File: config.mk
export PLATFORM = sky130hd
export DESIGN_NAME = pgc_exp_step
export DESIGN_NICKNAME = d
export VERILOG_FILES = /design/src/rtl/pixel_gamma_correct_unit_macros.svh /design/src/rtl/pgc_pkg.sv /design/src/rtl/pgc_exp_step.sv
export SDC_FILE = /design/constraint.sdc
export NUM_CORES = 2
export LEC_CHECK = 0
export BUFFER_PORTS_ARGS = -buffer_cell sky130_fd_sc_hd__buf_2
export CAP_MARGIN = 10
export CORE_ASPECT_RATIO = 0.6
export CORE_MARGIN = 2
export CORE_UTILIZATION = 35
export DETAILED_ROUTE_END_ITERATION = 12
export GPL_ROUTABILITY_DRIVEN = 1
export SLEW_MARGIN = 10
export SYNTH_ARGS = -nofsm -noshare
export SYNTH_HDL_FRONTEND = slang
export SYNTH_SLANG_ARGS = --single-unit
File: constraint.sdc
create_clock -name clk -period 8.2 [get_ports clk]
set_clock_uncertainty 0.15 [all_clocks]
set_input_delay 1.23 -clock clk [delete_from_list [all_inputs] [get_ports clk]]
set_output_delay 1.23 -clock clk [all_outputs]
set_load 0.01 [all_outputs]
File: src/rtl/pixel_gamma_correct_unit_macros.svh
// Assertion macros for the pixel gamma correction unit.
// Included by files that carry concurrent assertions; no other dependencies.
`ifndef PIXEL_GAMMA_CORRECT_UNIT_MACROS_SVH
`define PIXEL_GAMMA_CORRECT_UNIT_MACROS_SVH

`ifndef ASSERT_OFF
`define PGC_ASSERT(lbl, clk, rst, prop) \
  lbl: assert property (@(posedge clk) disable iff (rst) prop) else $error("%m failed");
`define PGC_ASSERT_ALWAYS(lbl, clk, prop) \
  lbl: assert property (@(posedge clk) prop) else $error("%m failed");
`else
`define PGC_ASSERT(lbl, clk, rst, prop)
`define PGC_ASSERT_ALWAYS(lbl, clk, prop)
`endif

`endif

File: src/rtl/pgc_pkg.sv
// Package for the pixel gamma correction unit: item types, pipeline stage types,
// constants and the elaboration-time log and root tables. No dependencies.
package pgc_pkg;

  localparam int FRAC_BITS = 16;
  localparam int LOG_W     = 19;
  localparam int EXP_W     = 23;
  localparam int NCHAN     = 3;
  localparam int STEPS     = FRAC_BITS;
  localparam int NSTAGE    = STEPS + 3;

  localparam logic [15:0] GAMMA_RESET = 16'd4096;

  typedef enum logic [1:0] {
    SP_NONE,
    SP_ZERO,
    SP_FULL
  } pgc_special_t;

  typedef struct packed {
    pgc_special_t         code;
    logic                 one;
    logic [31:0]          r;
    logic [2:0]           n;
    logic [FRAC_BITS-1:0] frac;
  } pgc_lane_t;

  typedef struct packed {
    pgc_lane_t [NCHAN-1:0] lane;
    logic [7:0]            alpha;
    logic                  last;
  } pgc_stage_t;

  typedef struct packed {
    logic [7:0] chan0_in;
    logic [7:0] chan1_in;
    logic [7:0] chan2_in;
    logic [7:0] alpha_in;
    logic       last_in;
  } pgc_in_t;

  typedef struct packed {
    logic [7:0] chan0_out;
    logic [7:0] chan1_out;
    logic [7:0] chan2_out;
    logic [7:0] alpha_out;
    logic       last_out;
  } pgc_out_t;

  typedef logic [LOG_W-1:0] pgc_dtab_t [256];

  function automatic logic [LOG_W-1:0] pgc_log2_q16(input int unsigned x);
    int unsigned e;
    logic [63:0] m;
    logic [FRAC_BITS-1:0] frac;
    e = 0;
    while (e < 7 && (x >> (e + 1)) != 0) e++;
    m = 64'(x) << (30 - e);
    frac = '0;
    for (int i = 0; i < FRAC_BITS; i++) begin
      m = (m * m) >> 30;
      frac = {frac[FRAC_BITS-2:0], 1'b0};
      if (m >= (64'd1 << 31)) begin
        frac[0] = 1'b1;
        m = m >> 1;
      end
    end
    return {e[2:0], frac};
  endfunction

  function automatic pgc_dtab_t pgc_build_dtab();
    pgc_dtab_t t;
    logic [LOG_W-1:0] top;
    top = pgc_log2_q16(255);
    t[0] = '0;
    for (int c = 1; c < 256; c++) begin
      t[c] = top - pgc_log2_q16(c);
    end
    return t;
  endfunction

  localparam pgc_dtab_t DTAB = pgc_build_dtab();

  function automatic logic [31:0] pgc_isqrt64(input logic [63:0] v);
    logic [63:0] rem;
    logic [63:0] res;
    logic [63:0] b;
    rem = v;
    res = '0;
    b = 64'd1 << 62;
    while (b > rem) b = b >> 2;
    while (b != 0) begin
      if (rem >= res + b) begin
        rem = rem - (res + b);
        res = (res >> 1) + b;
      end else begin
        res = res >> 1;
      end
      b = b >> 2;
    end
    return res[31:0];
  endfunction

  // Factor 2^(-2^-k) in Q0.32, by k successive square roots from one half.
  function automatic logic [31:0] pgc_root(input int k);
    logic [63:0] t;
    t = 64'd1 << 31;
    for (int i = 1; i <= k; i++) begin
      t = {32'd0, pgc_isqrt64(t << 32)};
    end
    return t[31:0];
  endfunction

endpackage

File: src/rtl/pgc_exp_step.sv
// One stage of the fractional power of two: multiplies by one root factor when
// its exponent bit is set, for all three colour lanes. Depends on pgc_pkg.
module pgc_exp_step import pgc_pkg::*; #(
  parameter int K = 1
) (
  input  logic       clk,
  input  logic       en,
  input  pgc_stage_t d_in,
  output pgc_stage_t d_out
);

  localparam logic [31:0] ROOT = pgc_root(K);
  localparam int          BITPOS = FRAC_BITS - K;

  logic [63:0] prod [NCHAN];
  pgc_stage_t  d_next;

  always_comb begin
    d_next = d_in;
    for (int i = 0; i < NCHAN; i++) begin
      prod[i] = 64'(d_in.lane[i].r) * 64'(ROOT);
      if (d_in.lane[i].frac[BITPOS]) begin
        d_next.lane[i].one = 1'b0;
        if (d_in.lane[i].one) begin
          d_next.lane[i].r = ROOT;
        end else begin
          d_next.lane[i].r = prod[i][63:32];
        end
      end
    end
  end

  always_ff @(posedge clk) begin
    if (en) begin
      d_out <= d_next;
    end
  end

endmodule

==> run metrics <==
number of cells on the critical path 27; crit path time final ~8000 ps; setup ws final 223 ps; initial antenna violation count 9; Synth cell types 84; GR Overflow Total 0; vias per cell ~4.9; Regs by FF count d_out: 171 flops; Largest register FFs 171; Largest Register d_out; port buffer count around 340; syn_area_per_cell between 10 and 15 um2; drt total wl about 180 mm; register area share after synthesis 0.0889; FF+latch count, synth 171; TritonCTS clock tree yes; crit start category input pin; MaxCap Viol Count 0; critical path's slowest cell fa_1; final routed DRC violation total 0; DRT Pass-1 Iters 6; Post-synth EDFFs roughly 170; hold path start d_in[124]; CTS Sinks roughly 170; CTS root buffer clkbuf_16; Post-CTS Hold Buffers 0; Initial Util 0.352; Fin Setup TNS 0 ps; Top Family by Delay on Critical Path adder cells; dpl ws -294 ps; row count ~120; WHS Path Cells 1; CTS clk-pin slew, worst paths 90 ps; total CTS buffers 17; Final Setup Violations 0; Syn. warnings 0; Area growth syn-to-layout 16.7%; Buffers & Inverters on Critical Path 8; most used cell, CP fa_1; Synth Instances roughly 5.5k; H-tree depth 4; vias approximately 42k; Post-DP Area 66,700 um2; kind of end point of the critical path flop; crit-path max cell delay about 600 ps; IO Count 344; DIE AREA roughly 170,000 um2; Synth Net Count 8,043; final hold vios 0; Slew Limit Fails 0; First DRT Iteration DRCs around 3.4k; Final period util 0.973; vias in the first global route 44.2k; layout cells sized above 1 0.163; Worst EP arrival between 8000 and 9000 ps; status finished clean; # fillers around 16k; Min-Delay Endpoint d_out[124]$_DFFE_PP_; Rel. slew slack 0.161; Total Routing Usage GR 0.220; main flop type after synthesis edfxtp_1; Synth Cell Area between 50,000 and 60,000 um2; asr flop ratio synth 0; Die Wd ~530 um; Peak Freq roughly 0.13 GHz; wire length of the first global-routing pass roughly 280 mm; Finished Cell Area 67,400 um2; Worst Path Required just over 8000 ps; largest net degree at the start of global routing between 60 and 70; Final nets 8,980; routed len/inst roughly 21 um; FF+latch area 5130 um2; Setup Crit Path Kind in2reg; Worst Hold Class in2reg; final antenna-violating net count 0; hpwl dp about 160 mm; Tightest Pin Transition 1260 ps; RD Place Congestion 0.950; Die Span Y approximately 320 um; footprint of the multi-input gates 46,700 um2; final design utilization 0.411; deepest clock path buffer count 2; Worst Path Max Fanout 4; core area 164,000 um2
-- cell usage after synthesis, types with 49 or more instances --
| cell type | n | area, um2 |
|---|---|---|
| and2_1 | 49 | 307 |
| nand2_1 | 123 | 462 |
| edfxtp_1 | 171 | 5130 |
| nor2_1 | 96 | 360 |
| xor2_1 | 114 | 998 |
| ha_1 | 1309 | 16400 |
| o21ai_0 | 86 | 430 |
| fa_1 | 1096 | 21900 |
| a21oi_1 | 180 | 901 |
| inv_1 | 1565 | 5870 |
| xnor2_1 | 67 | 587 |
| a21o_1 | 138 | 1040 |
-- worst max path at each step --
stage,startpoint,to,slack [ps]
6_report,d_in[48],d_out[54]$_DFFE_PP_,220
5_1_grt,d_in[48],d_out[54]$_DFFE_PP_,-20
4_1_cts,d_in[48],d_out[59]$_DFFE_PP_,260
3_5_place_dp,d_in[48],d_out[59]$_DFFE_PP_,-290
3_3_place_gp,d_in[48],d_out[54]$_DFFE_PP_,-340
2_1_floorplan,d_in[48],d_out[54]$_DFFE_PP_,340
-- cell families (layout without fill, tap and decap cells) --
kind of cell / Yosys count / after routing / share of synthesized area
mux: 1 / 1 / 0.000173
other cells: 0 / 2 / 0
simple gates: 440 / 440 / 0.0381
fa+ha+maj: 2405 / 2405 / 0.664
compound gates: 661 / 661 / 0.0773
xor+xnor: 181 / 181 / 0.0274
buf+inv: 1606 / 2556 / 0.105
flops: 171 / 171 / 0.0889
-- area by class of cell --
type,count,area share
Antenna cell,2,0.0000742
Timing Repair Buffer,958,0.0948
Inverter,1566,0.0872
Clock inverter,15,0.00312
Multi-Input combinational cell,3688,0.692
Sequential cell,171,0.0762
Tap cell,2164,0.0402
Clock buffer,17,0.00631
-- per-layer routing --
metal | routed length, um | vias up | share of wire | global-route usage
met5 | 65 | - | 0.00036 | 0
met4 | 1110 | 10 | 0.0062 | 0.0196
met2 | 66200 | 1351 | 0.37 | 0.279
met1 | 95800 | 21100 | 0.53 | 0.370
met3 | 17400 | 68 | 0.097 | 0.0583
li1 | - | 19400 | - | -
-- layout by cell type (no fill, tap or decap), types with 11 or more instances in the layout --
master | synthesis | final
a211oi_1 | 20 | 19
a21o_1 | 138 | 138
a21oi_1 | 180 | 179
a31oi_1 | 21 | 21
and2_1 | 49 | 49
and3_1 | 17 | 17
and4_1 | 11 | 11
buf_2 | 4 | 342
buf_4 | 1 | 611
clkbuf_16 | 0 | 17
edfxtp_1 | 171 | 171
fa_1 | 1096 | 1096
ha_1 | 1309 | 1308
inv_1 | 1565 | 1565
nand2_1 | 123 | 123
nand2b_1 | 18 | 18
nand3_1 | 28 | 25
nand4_1 | 32 | 32
nor2_1 | 96 | 93
nor2b_1 | 12 | 12
nor3_1 | 24 | 23
o21a_1 | 13 | 13
o21ai_0 | 86 | 85
o21bai_1 | 35 | 35
o22ai_1 | 32 | 32
xnor2_1 | 67 | 67
xor2_1 | 114 | 113
-- per-stage QoR --
| step | instances | hold WS [ps] |
|---|---|---|
| 6_report | 8581 | 723 |
| 5_1_grt | 8579 | 680 |
| 4_1_cts | 8578 | 664 |
| 3_5_place_dp | 8546 | 1260 |
| 3_3_place_gp | 8546 | 1260 |
| 2_1_floorplan | 5465 | 1180 |
-- what timing repair did --
action / 4_1_cts / 5_1_grt
endpoints found under the setup margin: 0 / 14
buffers inserted: 0 / 1
resized for setup: 0 / 17
Power is not shown: default switching activity piles up to over one toggle a cycle in this logic, so the estimate is an artifact.
