===== config.mk =====
export PLATFORM = sky130hd
export DESIGN_NAME = pgc_back
export DESIGN_NICKNAME = d
export VERILOG_FILES = /design/src/rtl/pixel_gamma_correct_unit_macros.svh /design/src/rtl/pgc_pkg.sv /design/src/rtl/pgc_back.sv
export SDC_FILE = /design/constraint.sdc
export NUM_CORES = 1
export LEC_CHECK = 0
export BUFFER_PORTS_ARGS = -buffer_cell sky130_fd_sc_hd__buf_2
export CORE_MARGIN = 3
export CORE_UTILIZATION = 38
export DETAILED_ROUTE_END_ITERATION = 8
export HOLD_SLACK_MARGIN = 0.06
export PLACE_DENSITY_LB_ADDON = 0.2
export SLEW_MARGIN = 10
export SYNTH_ARGS = -nofsm -noshare
export SYNTH_HDL_FRONTEND = slang
export SYNTH_SLANG_ARGS = --single-unit

===== constraint.sdc =====
create_clock -name clk -period 17.85 [get_ports clk]
set_input_delay 2.6775 -clock clk [delete_from_list [all_inputs] [get_ports clk]]
set_output_delay 2.6775 -clock clk [all_outputs]
set_load 0.01 [all_outputs]

===== src/rtl/pixel_gamma_correct_unit_macros.svh =====
// Assertion macros for the pixel gamma correction unit.
// Included by files that carry concurrent assertions; no other dependencies.
`ifndef PIXEL_GAMMA_CORRECT_UNIT_MACROS_SVH
`define PIXEL_GAMMA_CORRECT_UNIT_MACROS_SVH

`ifndef ASSERT_OFF
`define PGC_ASSERT(lbl, clk, rst, prop) \
  lbl: assert property (@(posedge clk) disable iff (rst) prop) else $error("%m failed");
`define PGC_ASSERT_ALWAYS(lbl, clk, prop) \
  lbl: assert property (@(posedge clk) prop) else $error("%m failed");
`else
`define PGC_ASSERT(lbl, clk, rst, prop)
`define PGC_ASSERT_ALWAYS(lbl, clk, prop)
`endif

`endif


===== src/rtl/pgc_pkg.sv =====
// Package for the pixel gamma correction unit: item types, pipeline stage types,
// constants and the elaboration-time log and root tables. No dependencies.
package pgc_pkg;

  localparam int FRAC_BITS = 16;
  localparam int LOG_W     = 19;
  localparam int EXP_W     = 23;
  localparam int NCHAN     = 3;
  localparam int STEPS     = FRAC_BITS;
  localparam int NSTAGE    = STEPS + 3;

  localparam logic [15:0] GAMMA_RESET = 16'd4096;

  typedef enum logic [1:0] {
    SP_NONE,
    SP_ZERO,
    SP_FULL
  } pgc_special_t;

  typedef struct packed {
    pgc_special_t         code;
    logic                 one;
    logic [31:0]          r;
    logic [2:0]           n;
    logic [FRAC_BITS-1:0] frac;
  } pgc_lane_t;

  typedef struct packed {
    pgc_lane_t [NCHAN-1:0] lane;
    logic [7:0]            alpha;
    logic                  last;
  } pgc_stage_t;

  typedef struct packed {
    logic [7:0] chan0_in;
    logic [7:0] chan1_in;
    logic [7:0] chan2_in;
    logic [7:0] alpha_in;
    logic       last_in;
  } pgc_in_t;

  typedef struct packed {
    logic [7:0] chan0_out;
    logic [7:0] chan1_out;
    logic [7:0] chan2_out;
    logic [7:0] alpha_out;
    logic       last_out;
  } pgc_out_t;

  typedef logic [LOG_W-1:0] pgc_dtab_t [256];

  function automatic logic [LOG_W-1:0] pgc_log2_q16(input int unsigned x);
    int unsigned e;
    logic [63:0] m;
    logic [FRAC_BITS-1:0] frac;
    e = 0;
    while (e < 7 && (x >> (e + 1)) != 0) e++;
    m = 64'(x) << (30 - e);
    frac = '0;
    for (int i = 0; i < FRAC_BITS; i++) begin
      m = (m * m) >> 30;
      frac = {frac[FRAC_BITS-2:0], 1'b0};
      if (m >= (64'd1 << 31)) begin
        frac[0] = 1'b1;
        m = m >> 1;
      end
    end
    return {e[2:0], frac};
  endfunction

  function automatic pgc_dtab_t pgc_build_dtab();
    pgc_dtab_t t;
    logic [LOG_W-1:0] top;
    top = pgc_log2_q16(255);
    t[0] = '0;
    for (int c = 1; c < 256; c++) begin
      t[c] = top - pgc_log2_q16(c);
    end
    return t;
  endfunction

  localparam pgc_dtab_t DTAB = pgc_build_dtab();

  function automatic logic [31:0] pgc_isqrt64(input logic [63:0] v);
    logic [63:0] rem;
    logic [63:0] res;
    logic [63:0] b;
    rem = v;
    res = '0;
    b = 64'd1 << 62;
    while (b > rem) b = b >> 2;
    while (b != 0) begin
      if (rem >= res + b) begin
        rem = rem - (res + b);
        res = (res >> 1) + b;
      end else begin
        res = res >> 1;
      end
      b = b >> 2;
    end
    return res[31:0];
  endfunction

  // Factor 2^(-2^-k) in Q0.32, by k successive square roots from one half.
  function automatic logic [31:0] pgc_root(input int k);
    logic [63:0] t;
    t = 64'd1 << 31;
    for (int i = 1; i <= k; i++) begin
      t = {32'd0, pgc_isqrt64(t << 32)};
    end
    return t[31:0];
  endfunction

endpackage


===== src/rtl/pgc_back.sv =====
// Output stage of the gamma pipeline: scales the power by 255, applies the
// integer shift and the special cases, and holds the result item. Depends on pgc_pkg.
module pgc_back import pgc_pkg::*; (
  input  logic       clk,
  input  logic       en,
  input  pgc_stage_t d_in,
  output pgc_out_t   d_out
);

  logic [39:0]           prod [NCHAN];
  logic [7:0]            base [NCHAN];
  logic [NCHAN-1:0][7:0] y;
  pgc_out_t              d_next;

  always_comb begin
    for (int i = 0; i < NCHAN; i++) begin
      prod[i] = 40'(d_in.lane[i].r) * 40'd255;
      base[i] = d_in.lane[i].one ? 8'hFF : prod[i][39:32];
      case (d_in.lane[i].code)
        SP_ZERO: y[i] = 8'd0;
        SP_FULL: y[i] = 8'hFF;
        default: y[i] = base[i] >> d_in.lane[i].n;
      endcase
    end
    d_next.chan0_out = y[0];
    d_next.chan1_out = y[1];
    d_next.chan2_out = y[2];
    d_next.alpha_out = d_in.alpha;
    d_next.last_out  = d_in.last;
  end

  always_ff @(posedge clk) begin
    if (en) begin
      d_out <= d_next;
    end
  end

endmodule


==> results.cfg, run 1 <==
[critical_path]
crit_fanout = 5
worstSetupEndpointType = register
setup.worst_path.start = d_in[33]
cp.arrival_ps = 7940
required_ps = 17850
worstSetupPathType = primary input to register
cp-start-kind = primary input

[die]
die_h_microns = 225.1
row_count = 79
io_pins = 206
die_w_microns = 225.1
die_area_sq_um = 50690
start_util_pct = 38.87
coreArea_sq_um = 46950

[route]
wl_met2_mm = 18.40
antenna_left = 0
wl_met1_mm = 18.62
wl_per_cell_microns = 14.84
vias = 13050
route.detailed.drc = 0
firstDrtPassIters = 5
wirelength_mm = 39.02
met3WireLength_mm = 1.205
drt_iter0_markers = 519
dr.max_layer_used = met5
vias_per_cell = 4.963

[final_layout]
final_util_pct = 42.29
reg_top3 = d_out (33)
multi_input_area_sq_um = 15080
layout_commonest_cell = inv_1
final_cell_mix = 557 x inv_1, 447 x fa_1, 177 x ha_1
top_register = d_out
regArea_sq_um = 991.0
drive_above_1_share_pct = 9.514
fillers = 4667
final_cells = 2629
fin_nets = 2814
area_growth_pct = 8.817
largest_reg_flops = 33

[clock_tree]
cts_max_path_buffers = 2
path_clk_slew_ps = 60
cts_root_buffer = clkbuf_16
postCtsSetupBuffers = 0
cts_tree = yes
ctsResizeCount = 0
htree_levels = 2
hold_buffers = 0
cts_buffers = 5
numClockSinks = 33

[grt]
grtUsageTotal_pct = 16.27
grt_max_degree = 34
grt_pass1_wl_mm = 68.09
grt_pass1_vias = 14150
antenna_found_initial = 6
overflow = 0

[synth]
synth-edff-count = 33
synth.area.mux_share_pct = 0.6788
synth_compound_area_share_pct = 11.93
synthSimpleGateAreaFrac_pct = 7.837
synth_seq_area_share_pct = 5.430
synth_xor_area_share_pct = 1.008
post_synth_fa_ha_maj_area_fraction_pct = 61.17
synthArstFlopShare_pct = 0
postSynthAreaPerCell_sq_um = 9.764
syn_area_sq_um = 18250
yosys_register_bits = 33
synth_nets = 2666
ys_warn_count = 0
netlist_instances = 1869
synth_top_flop_cell = edfxtp_1
synth.distinct_cells = 91
synth_top_family_by_area = adder cells

[placed_design]
dp_hpwl_mm = 36.43
io_buffers = 157
place_congestion = 0.8483
dp.cells = 2617

[timing]
max_slew.worst_pin.slew_ps = 825.8
relSlewSlack_pct = 44.95
fin_tns_setup_ps = 0
rsz0062_at_grt = no
period_needed_ps = 7940
setup_viol = 0
maxSlewViolCount = 0
post-route-period-util_pct = 44.48
hold_violations = 0
timing.fmax_mhz = 125.9

[job]
drv_cap = 0

[pwr]
power.leakage_nw = 9.810
p_per_area_nw_per_um2 = 173.0
vdd_ir_drop_max_v = 0.00007474

[worst_hold_path]
min-delay-path-class = primary input to register
min_from = d_in[6]

[run_status]
status = finished clean
stage by stage:
step / power [mW] / hold slack [ps] / setup slack [ps] / instance area, sq um
after floorplan: 2.604 / 2776 / 10330 / 18250
after global placement: 3.300 / 2856 / 9686 / 19710
after detailed placement: 3.338 / 2856 / 9640 / 19710
after CTS: 3.455 / 2547 / 9911 / 19850
after global routing: 3.945 / 2555 / 9619 / 19850
final: 3.435 / 2562 / 9910 / 19860
final timing paths:
| kind | end | slack [ps] | cells past startpoint |
|---|---|---|---|
| hold / removal | d_out[6] | 2560 | 1 |
| setup / recovery | d_out[28] | 9910 | 19 |
worst max-delay path: stages:
cell and delay (ps):
buf_2 90, inv_1 250, fa_1 550, fa_1 510, inv_1 50, fa_1 480, inv_1 50, fa_1 470
inv_1 40, ha_1 300, a211oi_1 220, nor2_1 100, nor4_1 670, nor4_2 170, o31ai_1 350, mux2i_1 290
nand2_1 140, o31ai_1 320, o221ai_1 200
Yosys cell counts (7+ instances only):
master	instances	area share, %
nand2b_1	9	0.31
nand2_1	72	1.5
o21ai_1	7	0.19
o22ai_1	7	0.24
inv_1	557	11
o211ai_1	14	0.58
o21bai_1	14	0.58
clkbuf_1	9	0.19
o311ai_1	8	0.38
nor3_1	26	0.71
fa_1	447	49
a211oi_1	26	1.1
nor2_1	71	1.5
xor2_1	7	0.34
and3_1	8	0.27
nand3_1	25	0.69
a21o_1	10	0.41
a21oi_1	94	2.6
ha_1	177	12
nor4_1	11	0.38
o21ai_0	53	1.5
edfxtp_1	33	5.4
mux2i_1	9	0.49
o31ai_1	13	0.53
a221oi_1	7	0.34
xnor2_1	14	0.67
nand4_1	25	0.86
power by group:
group	internal [mW]	leakage (nW)	switching (mW)
clock	0.0511	0.0696	0.0342
sequential	0.103	0.320	0.00332
combinational	1.31	9.42	1.93
total	1.46	9.81	1.97
cell type report:
type                            count  area share [%]
Antenna cell                        4         0.05041
Clock buffer                        5          0.6301
Inverter                          557           10.53
Clock inverter                      3         0.08821
Multi-Input combinational cell   1263           75.93
Timing Repair Buffer              157           3.957
Tap cell                          607           3.825
Sequential cell                    33           4.990
per-layer routing:
layer / track usage (%) / vias to the layer above
met4: 3.588 / 6
met1: 23.48 / 6537
li1: - / 6263
met3: 1.394 / 38
met2: 26.96 / 204
met5: 0 / -
cells by family after synthesis:
group / after synthesis
simple gates: 284
fa+ha+maj: 624
xor+xnor: 21
compound gates: 322
flops: 33
buf+inv: 573
mux: 12
Note: power is estimated with default switching activity, not from simulation.
==> inputs of run 2 (changes only) <==
==> constraint.sdc (replaced) <==
create_clock -name clk -period 8.15 [get_ports clk]
set_input_delay 1.2225 -clock clk [delete_from_list [all_inputs] [get_ports clk]]
set_output_delay 1.2225 -clock clk [all_outputs]
set_load 0.01 [all_outputs]
==> run 2 against run 1 <==
Effect of this change: utilization barely moved; sequential cell count did not move; combinational power rose by 120%; via count fell by 1.2%; global-route usage rose by 0.12 points; sequential power rose by 120%; setup slack got worse by 8200 ps; die area did not move; clock power rose by 150%; design area rose by 0.11%.
==> results.cfg, run 2 (synthesis gave the netlist of run 1 again) <==
[route]
wl_per_cell_microns = 14.76
wirelength_mm = 38.82
firstDrtPassIters = 4
route.detailed.drc = 0
drt_iter0_markers = 490
vias_per_cell = 4.900
vias = 12890
antenna_left = 0

[timing]
post-route-period-util_pct = 79.00
period_needed_ps = 6438
setup_viol = 0
fin_tns_setup_ps = 0
maxSlewViolCount = 0
hold_violations = 0
max_slew.worst_pin.slew_ps = 795.1
relSlewSlack_pct = 46.50
rsz0062_at_grt = no
timing.fmax_mhz = 155.3

[clock_tree]
cts_max_path_buffers = 2
numClockSinks = 33
ctsResizeCount = 0
htree_levels = 2
hold_buffers = 0
cts_tree = yes
cts_buffers = 5
path_clk_slew_ps = 60
cts_root_buffer = clkbuf_16
postCtsSetupBuffers = 0

[grt]
grt_max_degree = 34
overflow = 0
grt_pass1_vias = 14060
grt_pass1_wl_mm = 68.59
antenna_found_initial = 5
grtUsageTotal_pct = 16.39

[critical_path]
worstSetupPathType = primary input to register
slowest_delay_ps = 670
cp-start-kind = primary input
cp.arrival_ps = 6560
cp_slowest_cell = nor4_1
crit_path_cell_trace = buf_2 -> inv_1 -> fa_1 -> fa_1 -> inv_1 -> fa_1 -> inv_1 -> fa_1 -> inv_1 -> ha_1 -> a211oi_1 -> nor2_1 -> nor4_1 -> nor4_2 -> o311ai_1 -> a211oi_1 -> a221o_1 -> or4_1 -> o211ai_1
worstSetupEndpointType = register
crit_fanout = 5
required_ps = 8270

[final_layout]
layout_commonest_cell = inv_1
final_cell_mix = 557 x inv_1, 447 x fa_1, 177 x ha_1
largest_reg_flops = 33
final_cells = 2630
drive_above_1_share_pct = 9.415
top_register = d_out
reg_top3 = d_out (33)
area_growth_pct = 8.941
fin_nets = 2814

[job]
drv_cap = 0

[placed_design]
dp_hpwl_mm = 36.39
place_congestion = 0.8438
io_buffers = 157
dp.cells = 2617

[worst_hold_path]
min-delay-path-class = primary input to register

[run_status]
status = finished clean

[die]
start_util_pct = 38.87
coreArea_sq_um = 46950
die_w_microns = 225.1
die_h_microns = 225.1
die_area_sq_um = 50690
io_pins = 206
row_count = 79

[pwr]
vdd_ir_drop_max_v = 0.0001706
p_per_area_nw_per_um2 = 378.2
power.leakage_nw = 9.819
[run 2: cell types whose count changed in the layout (fill, tap and decap cells not counted), sizes merged]
cell / change
bufinv: +1
clkbuf: +1
clkinv: -1
clkinvlp: -1
diode: +1
[run 2: metrics by stage]
stage	setup WS, ps	instance area [sq um]	total power [mW]	utilization [%]	hold slack, ps
finish	1712	19880	7.518	42.34	1112
CTS	1677	19870	7.591	42.32	1095
global route	1312	19870	8.684	42.32	1104
detailed placement	1390	19710	7.310	41.97	1401
floorplan	2089	18250	5.702	-	1321
global placement	1472	19710	7.224	41.97	1399
[run 2: worst max-delay path: cells and delay by family]
kind | cells | cell delay [ps]
compound gates | 5 | 1210
simple gates | 4 | 1340
buf+inv | 5 | 490
fa+ha+maj | 5 | 2300
[run 2: routing by layer]
| layer | track usage (%) | vias up | routed length (microns) |
|---|---|---|---|
| met5 | 0 | - | 12 |
| met4 | 2.583 | 2 | 463 |
| met3 | 1.485 | 23 | 1291 |
| met2 | 27.48 | 158 | 18560 |
| met1 | 23.77 | 6438 | 18500 |
| li1 | - | 6266 | - |
[run 2: final timing paths]
check	start	to	slack (ps)	cells past startpoint
setup / recovery	d_in[33]	d_out[26]	1710	19
hold / removal	d_in[6]	d_out[6]	1110	1
[run 2: power by group]
part	leakage, nW	total (mW)	switching (mW)	internal, mW
Combinational	9.42	7.07	4.20	2.87
Sequential	0.320	0.235	0.00847	0.226
Clock	0.0785	0.213	0.0702	0.143
Total	9.82	7.52	4.28	3.24
[run 2: final cells by class]
| class | instances | area [sq um] |
|---|---|---|
| Sequential cell | 33 | 991.0 |
| Fill cell | 4656 | 27070 |
| Multi-Input combinational cell | 1263 | 15080 |
| Antenna cell | 5 | 12.51 |
| Clock buffer | 6 | 128.9 |
| Tap cell | 607 | 759.5 |
| Clock inverter | 2 | 33.78 |
| Inverter | 557 | 2091 |
| Timing Repair Buffer | 157 | 785.8 |
==> inputs of run 3 (changes only) <==
==> constraint.sdc (replaced) <==
create_clock -name clk -period 6.7 [get_ports clk]
set_input_delay 1.005 -clock clk [delete_from_list [all_inputs] [get_ports clk]]
set_output_delay 1.005 -clock clk [all_outputs]
set_load 0.01 [all_outputs]
==> run 3 against run 2 <==
Effect of this change: count of clock-buffer cells in the layout down 1; critical path type unchanged; non-clock buffer count up 3; critical path depth unchanged; clock power up 5%.
==> results.cfg, run 3 (synthesis gave the netlist of run 1 again) <==
[job]
drv_cap = 0

[clock_tree]
path_clk_slew_ps = 50
numClockSinks = 33
hold_buffers = 0
cts_buffers = 5
ctsResizeCount = 0
htree_levels = 2
cts_max_path_buffers = 2
postCtsSetupBuffers = 0
cts_root_buffer = clkbuf_16
cts_tree = yes

[timing]
post-route-period-util_pct = 91.97
max_slew.worst_pin.slew_ps = 797.4
maxSlewViolCount = 0
period_needed_ps = 6162
relSlewSlack_pct = 46.84
rsz0062_at_grt = no
fin_tns_setup_ps = 0
setup_viol = 0
hold_violations = 0
timing.fmax_mhz = 162.3
fin_ws_ps = 538.0

[die]
coreArea_sq_um = 46950
row_count = 79
die_area_sq_um = 50690
io_pins = 206
start_util_pct = 38.87
die_w_microns = 225.1
die_h_microns = 225.1

[route]
route.detailed.drc = 0
vias = 12940
drt_iter0_markers = 547
antenna_left = 0
firstDrtPassIters = 5
wirelength_mm = 38.87
wl_per_cell_microns = 14.77
vias_per_cell = 4.917

[final_layout]
layout_commonest_cell = inv_1
area_growth_pct = 8.941
final_util_pct = 42.34
drive_above_1_share_pct = 9.649
final_cell_mix = 557 x inv_1, 447 x fa_1, 177 x ha_1
largest_reg_flops = 33
reg_top3 = d_out (33)
fin_nets = 2817
top_register = d_out
finalInstanceArea_sq_um = 19880

[critical_path]
setup.worst_path.start = d_in[87]
worstSetupPathType = primary input to register
worstSetupEndpointType = register
crit_end = d_out[17]
cp_slowest_cell = fa_1
worst-path-stages = 19
required_ps = 6720
cp-start-kind = primary input
slowest_delay_ps = 540
path_delay_family = adder cells
path_buf_inv = 5
cp.arrival_ps = 6180
crit_fanout = 5
crit_path_cell_trace = buf_2 -> inv_1 -> fa_1 -> fa_1 -> inv_1 -> fa_1 -> inv_1 -> fa_1 -> inv_1 -> ha_1 -> nand4_1 -> a211oi_1 -> nor2_1 -> a2111oi_1 -> nor3_2 -> mux2_1 -> or3_1 -> o211ai_1 -> o211ai_1

[pwr]
design_power_total_mw = 9.148
power.leakage_nw = 9.825
vdd_ir_drop_max_v = 0.0001884
p_per_area_nw_per_um2 = 460.1

[worst_hold_path]
min-delay-path-class = primary input to register

[run_status]
status = finished clean

[grt]
grt_pass1_wl_mm = 68.72
grtUsageTotal_pct = 16.40
grt_pass1_vias = 14180
grt_max_degree = 34
overflow = 0
antenna_found_initial = 4

[placed_design]
placed_area_sq_um = 19730
dp_slack_ps = 224.4
place_congestion = 0.8384
dp_hpwl_mm = 36.42
io_buffers = 157
run 3: cell types whose count changed in the layout (fill, tap and decap cells not counted):
cell | previous run | this run
buf_4 | 0 | 3
clkinv_2 | 0 | 2
bufinv_16 | 1 | 0
clkbuf_1 | 1 | 0
clkinv_1 | 1 | 0
clkinvlp_4 | 0 | 1
diode_2 | 5 | 4
run 3: how the worst min path moves through the flow:
stage | start | to | slack (ps) | depth (start not counted)
floorplan | d_in[0] | d_out[0] | 1100 | 0
global placement | d_in[0] | d_out[0] | 1180 | 1
detailed placement | d_in[8] | d_out[8] | 1190 | 1
CTS | d_in[7] | d_out[7] | 890 | 1
global route | d_in[2] | d_out[2] | 890 | 1
finish | d_in[2] | d_out[2] | 900 | 1
run 3: stage by stage:
| step | instances | hold WS (ps) |
|---|---|---|
| 6_report | 2632 | 900.3 |
| 5_1_grt | 2629 | 888.8 |
| 4_1_cts | 2628 | 886.5 |
| 3_5_place_dp | 2620 | 1185 |
| 3_3_place_gp | 2620 | 1182 |
| 2_1_floorplan | 1869 | 1104 |
run 3: report_power, final:
part	internal [mW]	switching (mW)	total, mW
Clock	0.136	0.0872	0.223
Sequential	0.275	0.0104	0.286
Combinational	3.52	5.12	8.64
Total	3.94	5.21	9.15
run 3: layout make-up:
cell class / instances / area (sq um)
flip-flops and latches: 33 / 991.0
fillers: 4678 / 27070
diodes: 4 / 10.01
clock buffers: 5 / 125.1
inverters: 557 / 2091
repair buffers: 160 / 808.3
clock inverters: 3 / 17.52
well taps: 607 / 759.5
multi-input cells: 1263 / 15080
run 3: layer usage:
| metal | track usage (%) | wire [microns] | share of wire (%) |
|---|---|---|---|
| met5 | 0 | 27 | 0.069 |
| met4 | 2.993 | 552 | 1.4 |
| met3 | 1.224 | 1294 | 3.3 |
| met2 | 27.55 | 18570 | 48 |
| met1 | 23.72 | 18420 | 47 |
